**src/window_level_gray_stretch_core_assert.svh**
```systemverilog
// ----------------------------------------------------------------------------
// Window/level gray stretch: assertion macros
// Concurrent checks on clk with rst_n, compiled out for synthesis.
// ----------------------------------------------------------------------------
`ifndef WINDOW_LEVEL_GRAY_STRETCH_CORE_ASSERT_SVH
`define WINDOW_LEVEL_GRAY_STRETCH_CORE_ASSERT_SVH

`ifndef SYNTHESIS
// same-cycle implication
`define WLGS_ASSERT_IMPLY(label, pre, post) \
    label: assert property (@(posedge clk) disable iff (!rst_n) (pre) |-> (post)) \
        else $error("wlgs: same-cycle check failed");
// next-cycle implication
`define WLGS_ASSERT_NEXT(label, pre, post) \
    label: assert property (@(posedge clk) disable iff (!rst_n) (pre) |=> (post)) \
        else $error("wlgs: next-cycle check failed");
`else
`define WLGS_ASSERT_IMPLY(label, pre, post)
`define WLGS_ASSERT_NEXT(label, pre, post)
`endif

`endif

```
**src/wlgs_pkg.sv**
```systemverilog
// ----------------------------------------------------------------------------
// Window/level gray stretch package
// Widths, register indexes and the request record of the divider pipeline.
// ----------------------------------------------------------------------------
package wlgs_pkg;

    localparam int PIXEL_BITS = 32;
    localparam int GRAY_BITS  = 8;
    localparam int NUM_BITS   = PIXEL_BITS + GRAY_BITS;

    localparam logic [GRAY_BITS-1:0] GRAY_MAX  = 8'd255;
    localparam logic [GRAY_BITS-1:0] GRAY_ZERO = 8'd0;

    // configuration register indexes
    localparam logic CFG_BOTTOM = 1'b0;
    localparam logic CFG_TOP    = 1'b1;

    typedef struct packed {
        logic                  clamp;      // result fixed by a window clamp
        logic [GRAY_BITS-1:0]  clamp_gray;
        logic                  inv;        // reversed window: output 255 - q
        logic [NUM_BITS-1:0]   rem;        // partial remainder (numerator)
        logic [PIXEL_BITS-1:0] den;        // window span
        logic [GRAY_BITS-1:0]  quot;
    } div_t;

endpackage

```
**src/wlgs_div.sv**
```systemverilog
// ----------------------------------------------------------------------------
// Window/level gray stretch: quotient pipeline
// Restoring division, one quotient bit per register stage, MSB first.
// ----------------------------------------------------------------------------
module wlgs_div
(
    input  logic          clk,
    input  logic          rst_n,
    input  logic          in_valid,
    output logic          in_ready,
    input  wlgs_pkg::div_t in_data,
    output logic          out_valid,
    input  logic          out_ready,
    output wlgs_pkg::div_t out_data
);

    localparam int STAGES = wlgs_pkg::GRAY_BITS;
    localparam int NB     = wlgs_pkg::NUM_BITS;

    logic           valid_reg [STAGES];
    wlgs_pkg::div_t stage_reg [STAGES];
    wlgs_pkg::div_t stage_next [STAGES];
    logic           src_valid [STAGES];
    wlgs_pkg::div_t src_data  [STAGES];
    logic           adv [STAGES+1];

    assign adv[STAGES] = out_ready;

    genvar k;
    generate
        for (k = 0; k < STAGES; k++) begin : g_stage
            localparam int BIT = STAGES - 1 - k;
            logic [NB-1:0] den_sh;
            logic          fits;

            if (k == 0) begin : g_first
                assign src_valid[k] = in_valid;
                assign src_data[k]  = in_data;
            end
            else begin : g_rest
                assign src_valid[k] = valid_reg[k-1];
                assign src_data[k]  = stage_reg[k-1];
            end

            // stage moves when empty or when its successor moves
            assign adv[k]  = !valid_reg[k] || adv[k+1];
            assign den_sh  = NB'(src_data[k].den) << BIT;
            assign fits    = src_data[k].rem >= den_sh;

            always_comb
            begin
                stage_next[k] = src_data[k];
                if (fits)
                begin
                    stage_next[k].rem = src_data[k].rem - den_sh;
                end
                stage_next[k].quot[BIT] = fits;
            end

            always_ff @(posedge clk or negedge rst_n)
            begin
                if (!rst_n)
                begin
                    valid_reg[k] <= 1'b0;
                end
                else if (adv[k])
                begin
                    valid_reg[k] <= src_valid[k];
                end
            end

            always_ff @(posedge clk)
            begin
                if (adv[k] && src_valid[k])
                begin
                    stage_reg[k] <= stage_next[k];
                end
            end
        end
    endgenerate

    assign in_ready  = adv[0];
    assign out_valid = valid_reg[STAGES-1];
    assign out_data  = stage_reg[STAGES-1];

endmodule

```
**src/window_level_gray_stretch_core.sv**
```systemverilog
// ----------------------------------------------------------------------------
// Window/level gray stretch core
// Maps signed fixed-point pixels to 8-bit gray levels through a clamped window.
// ----------------------------------------------------------------------------
// Usage:
//   Pixel requests enter on pixel_valid/pixel_ready with pixel_value; gray
//   levels leave on gray_valid/gray_ready with gray_level, one per pixel and
//   in order. Load window_bottom (index 0) and window_top (index 1) through
//   cfg_en/cfg_index/cfg_data while no pixel is in flight; writes take effect
//   at once. Swap the two for a reversed (negative) image.
//   Throughput: one pixel per clock while gray_ready is high, set by the
//   twelve-stage pipeline below with one quotient bit resolved per stage.
//   Stages: input register, window compare and differences, numerator times
//   255, eight restoring-division stages, output register.
//   Reset: all stage valid bits clear, window_bottom = 0, window_top = 65535.
//   Stall: when gray_ready is low the output register holds; stages behind
//   it keep filling any bubbles, and pixel_ready drops only once every stage
//   holds a pixel. Nothing is dropped or repeated.
// ----------------------------------------------------------------------------
`include "window_level_gray_stretch_core_assert.svh"

module window_level_gray_stretch_core
(
    input  logic                                  clk,
    input  logic                                  rst_n,
    input  logic                                  cfg_en,
    input  logic                                  cfg_index,
    input  logic [wlgs_pkg::PIXEL_BITS-1:0]       cfg_data,
    input  logic                                  pixel_valid,
    output logic                                  pixel_ready,
    input  logic signed [wlgs_pkg::PIXEL_BITS-1:0] pixel_value,
    output logic                                  gray_valid,
    input  logic                                  gray_ready,
    output logic [wlgs_pkg::GRAY_BITS-1:0]        gray_level
);

    localparam int PB = wlgs_pkg::PIXEL_BITS;
    localparam int NB = wlgs_pkg::NUM_BITS;

    // window registers
    logic signed [PB-1:0] bottom_reg;
    logic signed [PB-1:0] top_reg;

    // stage 0: captured pixel
    logic                 v0_reg;
    logic signed [PB-1:0] pix0_reg;
    // stage 1: clamp decision and differences
    logic                 v1_reg;
    wlgs_pkg::div_t       s1_reg;
    wlgs_pkg::div_t       s1_next;
    // stage 2: numerator scaled by 255
    logic                 v2_reg;
    wlgs_pkg::div_t       s2_reg;
    wlgs_pkg::div_t       s2_next;
    // divider handshake
    logic                 div_in_ready;
    logic                 div_out_valid;
    wlgs_pkg::div_t       div_out;
    // output register
    logic                                 gray_valid_reg;
    logic [wlgs_pkg::GRAY_BITS-1:0]       gray_reg;
    logic [wlgs_pkg::GRAY_BITS-1:0]       gray_next;

    logic adv0;
    logic adv1;
    logic adv2;
    logic adv_out;

    logic [PB-1:0] fwd_num;
    logic [PB-1:0] fwd_den;
    logic [PB-1:0] rev_num;
    logic [PB-1:0] rev_den;

    // ------------------------------------------------------------------
    // Configuration: plain register writes, no read-back
    // ------------------------------------------------------------------
    always_ff @(posedge clk or negedge rst_n)
    begin
        if (!rst_n)
        begin
            bottom_reg <= '0;
            top_reg    <= PB'(65535);
        end
        else if (cfg_en)
        begin
            unique case (cfg_index)
                wlgs_pkg::CFG_BOTTOM: bottom_reg <= cfg_data;
                wlgs_pkg::CFG_TOP:    top_reg    <= cfg_data;
            endcase
        end
    end

    // ------------------------------------------------------------------
    // Advance chain: a stage moves when empty or when the next one moves,
    // so bubbles collapse while the output is stalled.
    // ------------------------------------------------------------------
    assign adv_out     = !gray_valid_reg || gray_ready;
    assign adv2        = !v2_reg || div_in_ready;
    assign adv1        = !v1_reg || adv2;
    assign adv0        = !v0_reg || adv1;
    assign pixel_ready = adv0;

    // ------------------------------------------------------------------
    // Stage 0: capture the pixel request
    // ------------------------------------------------------------------
    always_ff @(posedge clk or negedge rst_n)
    begin
        if (!rst_n)
        begin
            v0_reg <= 1'b0;
        end
        else if (adv0)
        begin
            v0_reg <= pixel_valid;
        end
    end

    always_ff @(posedge clk)
    begin
        if (adv0 && pixel_valid)
        begin
            pix0_reg <= pixel_value;
        end
    end

    // ------------------------------------------------------------------
    // Stage 1: compare against the window, clamp, form the differences.
    // The true differences are non-negative and below 2^PB, so the
    // wrapped PB-bit subtraction is exact.
    // ------------------------------------------------------------------
    assign fwd_num = pix0_reg - bottom_reg;
    assign fwd_den = top_reg - bottom_reg;
    assign rev_num = pix0_reg - top_reg;
    assign rev_den = bottom_reg - top_reg;

    always_comb
    begin
        s1_next            = '0;
        s1_next.clamp_gray = wlgs_pkg::GRAY_ZERO;
        priority if (top_reg > bottom_reg)
        begin
            priority if (pix0_reg >= top_reg)
            begin
                s1_next.clamp      = 1'b1;
                s1_next.clamp_gray = wlgs_pkg::GRAY_MAX;
            end
            else if (pix0_reg <= bottom_reg)
            begin
                s1_next.clamp = 1'b1;
            end
            else
            begin
                s1_next.rem = NB'(fwd_num);
                s1_next.den = fwd_den;
            end
        end
        else if (top_reg < bottom_reg)
        begin
            s1_next.inv = 1'b1;
            priority if (pix0_reg <= top_reg)
            begin
                s1_next.clamp      = 1'b1;
                s1_next.clamp_gray = wlgs_pkg::GRAY_MAX;
            end
            else if (pix0_reg >= bottom_reg)
            begin
                s1_next.clamp = 1'b1;
            end
            else
            begin
                s1_next.rem = NB'(rev_num);
                s1_next.den = rev_den;
            end
        end
        else
        begin
            // equal window edges: everything is black
            s1_next.clamp = 1'b1;
        end
    end

    always_ff @(posedge clk or negedge rst_n)
    begin
        if (!rst_n)
        begin
            v1_reg <= 1'b0;
        end
        else if (adv1)
        begin
            v1_reg <= v0_reg;
        end
    end

    always_ff @(posedge clk)
    begin
        if (adv1 && v0_reg)
        begin
            s1_reg <= s1_next;
        end
    end

    // ------------------------------------------------------------------
    // Stage 2: numerator = 255 * difference, as (d << 8) - d
    // ------------------------------------------------------------------
    always_comb
    begin
        s2_next     = s1_reg;
        s2_next.rem = (s1_reg.rem << wlgs_pkg::GRAY_BITS) - s1_reg.rem;
    end

    always_ff @(posedge clk or negedge rst_n)
    begin
        if (!rst_n)
        begin
            v2_reg <= 1'b0;
        end
        else if (adv2)
        begin
            v2_reg <= v1_reg;
        end
    end

    always_ff @(posedge clk)
    begin
        if (adv2 && v1_reg)
        begin
            s2_reg <= s2_next;
        end
    end

    // ------------------------------------------------------------------
    // Stages 3..10: eight-bit quotient, one bit per stage
    // ------------------------------------------------------------------
    wlgs_div u_div
    (
        .clk       (clk),
        .rst_n     (rst_n),
        .in_valid  (v2_reg),
        .in_ready  (div_in_ready),
        .in_data   (s2_reg),
        .out_valid (div_out_valid),
        .out_ready (adv_out),
        .out_data  (div_out)
    );

    // ------------------------------------------------------------------
    // Stage 11: pick clamp or quotient, mirror for a reversed window
    // ------------------------------------------------------------------
    always_comb
    begin
        priority if (div_out.clamp)
        begin
            gray_next = div_out.clamp_gray;
        end
        else if (div_out.inv)
        begin
            gray_next = wlgs_pkg::GRAY_MAX - div_out.quot;
        end
        else
        begin
            gray_next = div_out.quot;
        end
    end

    always_ff @(posedge clk or negedge rst_n)
    begin
        if (!rst_n)
        begin
            gray_valid_reg <= 1'b0;
        end
        else if (adv_out)
        begin
            gray_valid_reg <= div_out_valid;
        end
    end

    always_ff @(posedge clk)
    begin
        if (adv_out && div_out_valid)
        begin
            gray_reg <= gray_next;
        end
    end

    assign gray_valid = gray_valid_reg;
    assign gray_level = gray_reg;

    // ------------------------------------------------------------------
    // Checks
    // ------------------------------------------------------------------
    // an unclamped pixel never divides by a zero span
    `WLGS_ASSERT_IMPLY(a_span_nonzero, v1_reg && !s1_reg.clamp, s1_reg.den != '0)
    // strictly inside the window the quotient stays below 255
    `WLGS_ASSERT_IMPLY(a_quot_range, div_out_valid && !div_out.clamp,
                       div_out.quot != wlgs_pkg::GRAY_MAX)
    // division leaves a remainder below the span
    `WLGS_ASSERT_IMPLY(a_rem_below_den, div_out_valid && !div_out.clamp,
                       div_out.rem < NB'(div_out.den))
    // intake stalls only when the output is blocked
    `WLGS_ASSERT_IMPLY(a_ready_stall, !pixel_ready, gray_valid && !gray_ready)
    // a pixel leaving stage 0 lands in stage 1
    `WLGS_ASSERT_NEXT(a_stage0_moves, v0_reg && adv1, v1_reg)

endmodule

```
**config.mk**
```make
export PLATFORM = sky130hd
export DESIGN_NAME = window_level_gray_stretch_core
export DESIGN_NICKNAME = d
export VERILOG_FILES = /design/src/wlgs_pkg.sv /design/src/wlgs_div.sv /design/src/window_level_gray_stretch_core.sv
export VERILOG_INCLUDE_DIRS = /design/src /design/src/src
export SDC_FILE = /design/constraint.sdc
export NUM_CORES = 2
export LEC_CHECK = 0
export BUFFER_PORTS_ARGS = -buffer_cell sky130_fd_sc_hd__buf_4
export CAP_MARGIN = 0
export CORE_AREA = 2 2 339 341
export CTS_CLUSTER_DIAMETER = 200
export DETAILED_ROUTE_END_ITERATION = 7
export DIE_AREA = 0 0 341 343
export PLACE_DENSITY_LB_ADDON = 0.05
export SLEW_MARGIN = 30
export SYNTH_ARGS = -nofsm -noshare
export SYNTH_HDL_FRONTEND = slang
export SYNTH_SLANG_ARGS = --single-unit
```
**constraint.sdc**
```tcl
create_clock -name clk -period 5.75 [get_ports clk]
set_input_delay 0.8625 -clock clk [delete_from_list [all_inputs] [get_ports clk]]
set_output_delay 0.8625 -clock clk [all_outputs]
set_load 0.02 [all_outputs]
```
==> out/results.tsv <==
metric	value	unit
CTS Hold Bufs	0	
area leader, netlist	edfxtp_1	
# clock sinks	822	
post-route ant nets	0	
post_cts resized	0	
synth warn	0	
critical-path cell list	ha_1 > nand4_1 > nor4_1 > or3b_1 > a211o_1 > nand3_1 > xnor2_1 > or4_2 > buf_12 > o22a_1 > a21oi_1	
mean post-synth cell area	10.3	µm²
vias in the first global route	36100	
final net count	5460	
max_cap viols	0	
DIE HEIGHT	343	µm
Compound-Gate Fraction of Synth Area	18.4	%
Routed WL	123000	µm
CP max FO	27	
crit path capture type	flip-flop	
share of cells above drive strength 1	7.68	%
row count	124	
CP Class	reg2reg	
Lkg Pwr	22.8	nW
final hold vios	0	
Post-synth EDFFs	746	
startpoint types	flip-flop	
routed vias	36200	
CTS clk-pin slew, worst paths	0.07	ns
Final Power	0.0321	W
largest net degree at the start of global routing	67	
first-pass GRT wire length	193000	µm
Die Wd	341	µm
VDD IR max	255	µV
largest family of logic cells by synthesized area	compound AO/OA/AOI/OAI gates	
grt ovf	0	
CTS root buf	clkbuf_16	
Post-DP HPWL	96200	µm
# H-tree levels	3	
Core Box Area	0.113	mm²
RSZ-0062 raised after global routing	false	
Worst path top cell family by delay	simple AND/OR/NAND/NOR gates	
leading cell types by count after synthesis	edfxtp_1 (746), a21oi_1 (485), inv_1 (439)	
adder-cell share of the synthesized area	10.5	%
top-count cell post-synth	edfxtp_1	
Clock Skews	0.0211	ns
WP buf/inv	1	
Setup Fix Bufs, Post-CTS	0	
Max Root-Sink Buffers	3	
Synth Area in Simple Gates	11.2	%
# port buffers	79	
Initial Utilization	44.6	%
status	complete, no violations	
CTS tree	built	
Final min period	4.63	ns
Setup-failing EPs final	0	
Req. time, crit path	6.28	ns
routed len/inst	18.7	µm
P per Cell Area	573	mW/mm²
Final Slew Violations	0	
max reg flops	564	
worst slew pin tran	1.12	ns
first drt pass iteration count	5	
CP arrival	5.17	ns
Critical Path Max Stage Delay	1.05	ns
area share of the largest cell type after synthesis	44.3	%
Total Routing Usage GR	20.8	%
Cell Area, Synth	0.0506	mm²
type of the most critical hold path	in2async	
gp weighted congestion	0.980	
via/cell ratio	5.51	
period utilization	80.6	%
synthesis-to-layout area growth	10.8	%
die footprint	0.117	mm²
# IOs	80	
Num CTS Buffers	98	
Clock Latency Late Sink	0.69	ns
drt initial violations	2031	
Setup TNS Final	0	ns
CP max stage cell	or4_2	
top_reg_cell synth	edfxtp_1	
#FFs+latches synth	822	
post-route DRC violation count	0	
post-synthesis cell type count	81	
post-synthesis mux area share	1.83	%
initial antenna violation count	0	
part of the Yosys area used for sequential elements	48.1	%
post-synthesis async set-or-reset flop share	9.25	%
Synth Area in XOR/XNOR	5.42	%
Post-Syn Instances	4923	
Mapped Nets	5412	
fmax	0.216	GHz
headroom to the max-slew limit	24.5	%
Area contributors post-synth	edfxtp_1 (44%), ha_1 (10%), a21oi_1 (4.8%)	
## path summary, 6_finish.rpt
| kind | from | end | slack, ns | cells after the start |
|---|---|---|---|---|
| setup / recovery | pix0_reg[31]$_DFFE_PP_ | s1_reg[31]$_DFFE_PP_ | 1.12 | 11 |
| hold / removal | rst_n | bottom_reg[1]$_DFFE_PN0P_ | 0.06 | 1 |
| setup reg to reg | pix0_reg[31]$_DFFE_PP_ | s1_reg[31]$_DFFE_PP_ | 1.12 | 11 |
| hold reg to reg | u_div.stage_reg[1][187]$_DFFE_PP_ | u_div.stage_reg[1][277]$_DFFE_PP_ | 0.40 | 0 |
| max in group asynchronous | rst_n | bottom_reg[28]$_DFFE_PN0P_ | 4.54 | 2 |
| min in group clk | pixel_value[25] | pix0_reg[25]$_DFFE_PP_ | 0.35 | 1 |
## worst reg2reg max path, stage by stage, from the launching register on
cell and delay, ns:
edfxtp_1 0.41, ha_1 0.47, nand4_1 0.25, nor4_1 0.70
or3b_1 0.41, a211o_1 0.23, nand3_1 0.09, xnor2_1 0.19
or4_2 1.05, buf_12 0.30, o22a_1 0.23, a21oi_1 0.17
## final cells by class
cell class / count / area, µm²
clock buffer: 130 / 2630
fill: 10500 / 57400
tap: 1512 / 1890
antenna: 1 / 2.50
multi-input combinational: 3499 / 24100
inverter: 440 / 1650
sequential: 822 / 24300
timing repair buffer: 110 / 863
clock inverter: 54 / 612
## through the flow
stage / hold slack [ns] / instance area, µm² / std cells / utilization (%) / setup slack [ns]
floorplan: 0.400 / 50600 / 4923 / - / 0.427
global placement: 0.401 / 52800 / 6383 / 46.6 / 1.20
detailed placement: 0.405 / 52800 / 6383 / 46.6 / 1.10
CTS: 0.0195 / 56100 / 6567 / 49.4 / 1.10
global route: 0.0334 / 56100 / 6567 / 49.4 / 0.927
finish: 0.0591 / 56100 / 6568 / 49.4 / 1.12
## where the power goes
group          total, W  leakage, nW  internal (W)  switching, W
Clock           0.00618         1.58       0.00368       0.00250
Sequential       0.0106         8.15       0.00956       0.00105
Combinational    0.0153         13.1       0.00630       0.00904
Total            0.0321         22.8        0.0195        0.0126
## layout by cell type (no fill, tap or decap), types with 17 or more instances in the layout
cell / netlist / routed
nand2b_1: 52 / 52
xor2_1: 133 / 133
mux2_2: 65 / 65
or2_2: 17 / 17
or3_1: 17 / 17
and3_1: 27 / 27
ha_1: 408 / 408
o22ai_1: 35 / 35
nand2_1: 352 / 352
a21oi_1: 485 / 485
clkbuf_16: 0 / 99
a221oi_1: 30 / 30
nand3_1: 75 / 75
dfrtp_1: 60 / 60
o21ai_0: 319 / 317
nor3_1: 66 / 65
o211ai_1: 25 / 25
xnor2_1: 180 / 180
nor2b_1: 64 / 61
a21o_1: 197 / 197
o21bai_1: 56 / 56
buf_4: 0 / 107
nand4_1: 75 / 75
o31ai_1: 22 / 22
o21a_1: 55 / 55
a211oi_1: 35 / 35
clkinv_2: 0 / 21
nor2_1: 336 / 336
and2_1: 32 / 25
nor4_1: 28 / 28
clkbuf_1: 133 / 27
inv_1: 439 / 439
a31oi_1: 50 / 50
edfxtp_1: 746 / 746
## routing by layer
| metal | vias up | part of all wire (%) | GRT usage (%) | routed length, µm |
|---|---|---|---|---|
| met2 | 806 | 49 | 37.1 | 60200 |
| met5 | - | 0 | 0 | 0 |
| met3 | 335 | 3.2 | 2.49 | 3890 |
| met1 | 16900 | 41 | 23.7 | 50200 |
| met4 | 0 | 6.8 | 13.0 | 8390 |
| li1 | 18200 | - | - | - |
## cell families (layout without fill, tap and decap cells)
| group | count (synthesis) | count (layout) |
|---|---|---|
| compound gates | 1491 | 1491 |
| simple gates | 1193 | 1193 |
| flops | 822 | 822 |
| buf+inv | 602 | 734 |
| fa+ha+maj | 419 | 419 |
| xor+xnor | 313 | 313 |
| mux | 83 | 83 |
| other cells | 0 | 1 |
(Power assumes the default switching activity.)
